==> src/design/rltd_pkg.sv <==
// Shared constants and types for the run-length text decoder.
// No dependencies; used by rltd_ctrl, rltd_dp, run_length_text_decoder_core, rltd_run_checker and tb.
package rltd_pkg;

    // Default saturation limit for a run count
    localparam int MAX_RUN_DEF = 64;

    // ASCII codes and number base of the count text
    localparam logic [7:0] ASCII_ZERO   = 8'd48;
    localparam logic [7:0] ASCII_NINE   = 8'd57;
    localparam logic [7:0] ASCII_DASH   = 8'd45;
    localparam logic [3:0] DECIMAL_BASE = 4'd10;

    // Controller to datapath commands
    typedef struct packed {
        logic load;   // input transfer this cycle
        logic step;   // output transfer this cycle
    } t_cmd;

    // Datapath to controller status
    typedef struct packed {
        logic close_run;    // current input byte closes a group
        logic run_nonzero;  // the closing group has at least one copy
        logic last_copy;    // the copy on the output is the final one
    } t_stat;

endpackage

==> src/design/rltd_ctrl.sv <==
// Controller state machine for the run-length text decoder.
// Depends on rltd_pkg (t_cmd, t_stat).
module rltd_ctrl (
    input  logic            i_clk,
    input  logic            i_rst_n,
    input  logic            i_in_valid,
    output logic            o_in_ready,
    output logic            o_out_valid,
    input  logic            i_out_ready,
    input  rltd_pkg::t_stat i_stat,
    output rltd_pkg::t_cmd  o_cmd
);

    localparam logic ST_PARSE = 1'b0;
    localparam logic ST_EMIT  = 1'b1;

    logic r_state;
    logic n_state;

    assign o_in_ready  = (r_state == ST_PARSE);
    assign o_out_valid = (r_state == ST_EMIT);
    assign o_cmd.load  = i_in_valid & o_in_ready;
    assign o_cmd.step  = o_out_valid & i_out_ready;

    // Next-state logic
    always_comb begin
        n_state = r_state;
        case (r_state)
            ST_PARSE: begin
                if (o_cmd.load && i_stat.close_run && i_stat.run_nonzero) begin
                    n_state = ST_EMIT;
                end
            end
            ST_EMIT: begin
                if (o_cmd.step && i_stat.last_copy) begin
                    n_state = ST_PARSE;
                end
            end
            default: n_state = ST_PARSE;
        endcase
    end

    always_ff @(posedge i_clk) begin
        if (!i_rst_n) begin
            r_state <= ST_PARSE;
        end else begin
            r_state <= n_state;
        end
    end

    // Input and output sides are never open at once
    a_one_side: assert property (@(posedge i_clk) disable iff (!i_rst_n)
        !(o_in_ready && o_out_valid))
        else $error("input ready while a copy is pending");

    // A closing group with copies starts the emission in the next cycle
    a_start_emit: assert property (@(posedge i_clk) disable iff (!i_rst_n)
        (o_cmd.load && i_stat.close_run && i_stat.run_nonzero) |=> o_out_valid)
        else $error("run did not start emitting");

    // Transfer of the final copy returns to parsing
    a_end_emit: assert property (@(posedge i_clk) disable iff (!i_rst_n)
        (o_cmd.step && i_stat.last_copy) |=> (o_in_ready && !o_out_valid))
        else $error("decoder stuck after final copy");

    // A byte that does not close a group with copies leaves the input side open
    a_empty_run: assert property (@(posedge i_clk) disable iff (!i_rst_n)
        (o_cmd.load && !(i_stat.close_run && i_stat.run_nonzero)) |=> o_in_ready)
        else $error("input stalled after byte without copies");

endmodule

==> src/design/rltd_dp.sv <==
// Datapath of the run-length text decoder: group parsing, count build-up
// with saturation, error flag and the copy counter. Depends on rltd_pkg.
module rltd_dp #(
    parameter int MAX_RUN = rltd_pkg::MAX_RUN_DEF
) (
    input  logic            i_clk,
    input  logic            i_rst_n,
    input  rltd_pkg::t_cmd  i_cmd,
    input  logic [7:0]      i_in_byte,
    input  logic            i_end_of_string,
    output rltd_pkg::t_stat o_stat,
    output logic [7:0]      o_out_byte,
    output logic            o_run_last,
    output logic            o_run_clipped,
    output logic            o_format_error
);

    localparam int CW = $clog2(MAX_RUN + 1);
    localparam int PW = CW + 4;
    localparam logic [PW-1:0] MAX_P = PW'(MAX_RUN);

    logic          r_in_count;
    logic [7:0]    r_held;
    logic [CW-1:0] r_count;
    logic          r_clip;
    logic          r_err;
    logic [CW-1:0] r_remain;
    logic          r_emit_clip;
    logic          r_emit_err;

    logic          n_in_count;
    logic [CW-1:0] n_count;
    logic          n_clip;
    logic          n_err;
    logic          w_close;
    logic [PW-1:0] w_next;
    logic [3:0]    w_digit;

    // Decimal accumulate of one digit
    assign w_digit = 4'(i_in_byte - rltd_pkg::ASCII_ZERO);
    assign w_next  = PW'(r_count) * PW'(rltd_pkg::DECIMAL_BASE) + PW'(w_digit);

    // Parse one byte
    always_comb begin
        n_in_count = r_in_count;
        n_count    = r_count;
        n_clip     = r_clip;
        n_err      = r_err;
        w_close    = 1'b0;
        if (!r_in_count) begin
            n_count    = '0;
            n_clip     = 1'b0;
            n_in_count = 1'b1;
            w_close    = i_end_of_string;
        end else begin
            if (i_in_byte == rltd_pkg::ASCII_DASH) begin
                w_close = 1'b1;
            end else if (i_in_byte inside {[rltd_pkg::ASCII_ZERO:rltd_pkg::ASCII_NINE]}) begin
                if (w_next > MAX_P) begin
                    n_count = CW'(MAX_RUN);
                    n_clip  = 1'b1;
                end else begin
                    n_count = w_next[CW-1:0];
                end
            end else begin
                n_err = 1'b1;
            end
            if (i_end_of_string) begin
                w_close = 1'b1;
            end
        end
    end

    assign o_stat.close_run   = w_close;
    assign o_stat.run_nonzero = (n_count != '0);
    assign o_stat.last_copy   = (r_remain == CW'(1));

    // Parser state and copy counter
    always_ff @(posedge i_clk) begin
        if (!i_rst_n) begin
            r_in_count  <= 1'b0;
            r_held      <= '0;
            r_count     <= '0;
            r_clip      <= 1'b0;
            r_err       <= 1'b0;
            r_remain    <= '0;
            r_emit_clip <= 1'b0;
            r_emit_err  <= 1'b0;
        end else if (i_cmd.load) begin
            if (!r_in_count) begin
                r_held <= i_in_byte;
            end
            r_err <= i_end_of_string ? 1'b0 : n_err;
            if (w_close) begin
                r_in_count  <= 1'b0;
                r_count     <= '0;
                r_clip      <= 1'b0;
                r_remain    <= n_count;
                r_emit_clip <= n_clip;
                r_emit_err  <= n_err;
            end else begin
                r_in_count <= n_in_count;
                r_count    <= n_count;
                r_clip     <= n_clip;
            end
        end else if (i_cmd.step) begin
            r_remain <= r_remain - CW'(1);
        end
    end

    assign o_out_byte     = r_held;
    assign o_run_last     = o_stat.last_copy;
    assign o_run_clipped  = r_emit_clip;
    assign o_format_error = r_emit_err;

    // Count never passes the saturation limit
    a_count_range: assert property (@(posedge i_clk) disable iff (!i_rst_n)
        (r_count <= CW'(MAX_RUN)) && (r_remain <= CW'(MAX_RUN)))
        else $error("run count above limit");

    // Each copy transfer takes one off the remaining count
    a_countdown: assert property (@(posedge i_clk) disable iff (!i_rst_n)
        (i_cmd.step && !i_cmd.load) |=> (r_remain == $past(r_remain) - CW'(1)))
        else $error("copy counter did not step");

    // Clip flag only with a saturated count
    a_clip_sat: assert property (@(posedge i_clk) disable iff (!i_rst_n)
        r_clip |-> (r_count == CW'(MAX_RUN)))
        else $error("clip flag without saturated count");

endmodule

==> src/design/run_length_text_decoder_core.sv <==
// Run-length text decoder: one input byte per transfer, one run copy per output transfer.
// The first copy of a run is valid in the cycle after the closing byte's transfer.
// A byte that emits nothing leaves the input side ready; a closing byte with count N holds
// the input side off until the copy counter has emitted N copies, one copy per cycle while i_out_ready is high.
// Reset (i_rst_n low, synchronous): parser waits for a symbol, count and flags cleared.
// Depends on rltd_pkg, rltd_ctrl and rltd_dp.
module run_length_text_decoder_core #(
    parameter int MAX_RUN = rltd_pkg::MAX_RUN_DEF
) (
    input  logic       i_clk,
    input  logic       i_rst_n,
    input  logic       i_in_valid,
    output logic       o_in_ready,
    input  logic [7:0] i_in_byte,
    input  logic       i_end_of_string,
    output logic       o_out_valid,
    input  logic       i_out_ready,
    output logic [7:0] o_out_byte,
    output logic       o_run_last,
    output logic       o_run_clipped,
    output logic       o_format_error
);

    rltd_pkg::t_cmd  w_cmd;
    rltd_pkg::t_stat w_stat;

    // Sequencer
    rltd_ctrl u_ctrl (
        .i_clk       (i_clk),
        .i_rst_n     (i_rst_n),
        .i_in_valid  (i_in_valid),
        .o_in_ready  (o_in_ready),
        .o_out_valid (o_out_valid),
        .i_out_ready (i_out_ready),
        .i_stat      (w_stat),
        .o_cmd       (w_cmd)
    );

    // Parser and copy counter
    rltd_dp #(
        .MAX_RUN (MAX_RUN)
    ) u_dp (
        .i_clk           (i_clk),
        .i_rst_n         (i_rst_n),
        .i_cmd           (w_cmd),
        .i_in_byte       (i_in_byte),
        .i_end_of_string (i_end_of_string),
        .o_stat          (w_stat),
        .o_out_byte      (o_out_byte),
        .o_run_last      (o_run_last),
        .o_run_clipped   (o_run_clipped),
        .o_format_error  (o_format_error)
    );

endmodule

==> config.mk <==
export PLATFORM = sky130hd
export DESIGN_NAME = run_length_text_decoder_core
export DESIGN_NICKNAME = d
export VERILOG_FILES = /design/src/design/rltd_pkg.sv /design/src/design/rltd_ctrl.sv /design/src/design/rltd_dp.sv /design/src/design/run_length_text_decoder_core.sv
export SDC_FILE = /design/constraint.sdc
export NUM_CORES = 1
export LEC_CHECK = 0
export ABC_AREA = 1
export BUFFER_PORTS_ARGS = -buffer_cell sky130_fd_sc_hd__buf_2
export CAP_MARGIN = 40
export CORE_UTILIZATION = 50
export DETAILED_ROUTE_END_ITERATION = 10
export PLACE_DENSITY_LB_ADDON = 0.1
export SYNTH_ARGS = -nofsm -noshare
export SYNTH_HDL_FRONTEND = slang
export SYNTH_SLANG_ARGS = --single-unit
==> constraint.sdc <==
create_clock -name i_clk -period 2.92 [get_ports i_clk]
set_input_delay 0.146 -clock i_clk [delete_from_list [all_inputs] [get_ports i_clk]]
set_output_delay 0.146 -clock i_clk [all_outputs]
set_load 0.005 [all_outputs]
==> results.cfg <==
[placement]
place_congestion = 0.8492
portBuffers = 25
dp_hpwl_um = 3740
post-place-ws_ps = 43.15
dp_cells = 392

[sta]
worstMarginPinSlew_ps = 680.4
worst_clock_skew_ps = 8.204
slew_headroom_pct = 54.59
finalSetupViolations = 0
period_share_pct = 95.75
slew_viol_final = 0
rsz0062_at_grt = yes
fin_ws_ps = 124.0
layout_min_cycle_time_ps = 2796
tns_ps = 0
hold_violations = 0
fmaxAchievable_ghz = 0.3577

[setup_path]
reg2reg_from = u_dp.r_count[3]
crit_fanout = 7
endpoint_kind = register
cp_common_cell = nand2_1
cpPeakStageDelay_ps = 530
worstSetupPathType = register to register
arrival_ps = 2950
slowest_stage = fa_1
path_cells = ha_4 -> ha_4 -> fa_1 -> nand2_1 -> nor2_1 -> nand2_1 -> nand2_2 -> inv_2 -> nor2_1 -> nand3_1 -> nand2_1 -> nor2_4 -> nand3_1 -> nand2_1 -> nand2_2 -> clkinv_2 -> nor2_1 -> nand2_1 -> nand2_1 -> a21oi_2
path_buf_inv = 2
critPathTopFamily = simple AND/OR/NAND/NOR gates
cp-startpoint = u_dp.r_count[3]
crit_required_ps = 3070
start_kind = register

[global_routing]
grt_pass1_vias = 1834
grt_first_pass_wirelength_um = 7990
grt_max_degree = 21
grt_usage_pct = 23.13
gr-total-overflow = 0
antenna_found_initial = 0

[synth]
syn_inst = 319
ys.warnings.count = 0
synthesis.area_um2 = 2098
synth_seq_cells = 28
synth_edf_count = 0
synth-async-reset-ratio_pct = 0
ys_types = 33
syn_nets = 349
avgSynthCellArea_um2 = 6.578
synthFlopType = dfxtp_1
synth-seq-area-share_pct = 26.71

[min_path]
hp-class = input port to register
hold_start = i_rst_n

[route]
drc = 0
avgViaCountPerCell = 5.134
drtPass1Iterations = 4
vias = 2033
drt_iter0_markers = 101
wl_um = 4854
postRouteAntennaNets = 0
routedWlPerCell_um = 12.26

[floorplanning]
core-area_um2 = 4029
initial_core_util_pct = 52.08
die_h_um = 66.78
dieWidth_um = 66.78
dieArea_um2 = 4460
rows = 23
ios = 26

[pwr]
ir_drop_mv = 0.2589
powerDensity_nw_per_um2 = 406.3
power_leakage_nw = 1.182

[final_layout]
syn_to_final_growth_pct = 14.91
antennaDiodeCount = 0
fin_nets = 377
layout_commonest_cell = nand2_1
final_cell_mix = 83 x nand2_1, 36 x nand3_1, 34 x inv_1, 31 x a21oi_1
nFillCells = 400
drive_above_1_share_pct = 20.23
fin_cells = 396

[clock_network]
cts_tree = yes
postCtsSetupBuffers = 0
clock_latency_ps = 280
hold_buffers = 0
cts.sinks = 28
clk_path_buf_depth = 2
path_clk_slew_ps = 100
cts_max_level = 1
cts_resized = 0
root_buffer = clkbuf_8
cts_buffers = 3

[status]
status = finished clean

[flow_run]
maxCapViolCount = 0
## cells by family after synthesis
| family | Yosys count | synth area share [%] |
|---|---|---|
| AO/OA/AOI/OAI | 54 | 14.25 |
| XOR/XNOR | 4 | 2.028 |
| adder cells (fa/ha/maj) | 17 | 10.85 |
| buffers and inverters | 45 | 9.481 |
| flip-flops | 28 | 26.71 |
| AND/OR/NAND/NOR | 171 | 36.67 |
## area by class of cell
class	count	area (um2)	area share [%]
clock buffer	3	41.29	1.713
clock inverter	1	30.03	1.245
inverter	37	140.1	5.812
multi-input combinational	246	1403	58.17
sequential	28	564.3	23.40
tap	50	62.56	2.595
timing repair buffer	31	170.2	7.058
## through the flow
stage / hold WS (ps) / area [um2] / power [mW] / utilization [%]
after floorplan: 284.3 / 2098 / 0.6069 / -
after global placement: 430.9 / 2272 / 0.6652 / 56.40
final: 132.8 / 2411 / 0.9796 / 59.84
after detailed placement: 433.0 / 2272 / 0.6672 / 56.40
after global routing: 136.5 / 2411 / 1.038 / 59.84
after CTS: 125.1 / 2344 / 0.9770 / 58.17
## final timing paths
check	end	slack, ps	cells past startpoint
hold / removal	u_dp.o_run_clipped	130	3
hold reg to reg	u_dp.o_out_byte[3]	460	2
setup / recovery	u_ctrl.o_out_valid	120	20
setup reg to reg	u_ctrl.o_out_valid	120	20
## registers in the layout (all words and copies together) (netlist names)
| signal | count |
|---|---|
| u_ctrl.o_out_valid | 1 |
| u_dp.o_format_error | 1 |
| u_dp.o_out_byte | 8 |
| u_dp.o_run_clipped | 1 |
| u_dp.r_clip | 1 |
| u_dp.r_count | 7 |
| u_dp.r_err | 1 |
| u_dp.r_in_count | 1 |
| u_dp.r_remain | 7 |
## where the power goes
part / leakage (nW) / switching [mW] / internal, mW
clock network: 0.0357 / 0.125 / 0.184
logic: 0.915 / 0.151 / 0.0948
registers: 0.230 / 0.0206 / 0.405
## worst register-to-register path, stage by stage, from the launching register on
cell and delay (ps):
dfxtp_2 350, ha_4 240, ha_4 160, fa_1 530
nand2_1 70, nor2_1 100, nand2_1 70, nand2_2 90
inv_2 50, nor2_1 160, nand3_1 100, nand2_1 110
nor2_4 60, nand3_1 100, nand2_1 60, nand2_2 100
clkinv_2 50, nor2_1 100, nand2_1 60, nand2_1 60
a21oi_2 50
## layer usage
| layer | up-vias | global-route usage [%] | wire length, um |
|---|---|---|---|
| met5 | - | 0 | 0 |
| met1 | 906 | 31.43 | 2490 |
| met3 | 2 | 3.082 | 112 |
| li1 | 1098 | - | - |
| met4 | 0 | 3.989 | 22 |
| met2 | 27 | 39.02 | 2228 |
## cells in the mapped netlist (all sizes together), types with 4 or more instances
| library cell | number | area share [%] |
|---|---|---|
| ha | 15 | 8.9 |
| a21oi | 33 | 8.0 |
| nand3 | 37 | 8.8 |
| nand3b | 4 | 1.4 |
| clkbuf | 6 | 2.0 |
| dfxtp | 28 | 27 |
| nor2 | 27 | 6.3 |
| o21ai | 15 | 3.9 |
| inv | 36 | 6.4 |
| xor2 | 4 | 2.0 |
| nand2 | 96 | 18 |
| nand4 | 4 | 1.2 |
Power figures use the tool's default switching activity.
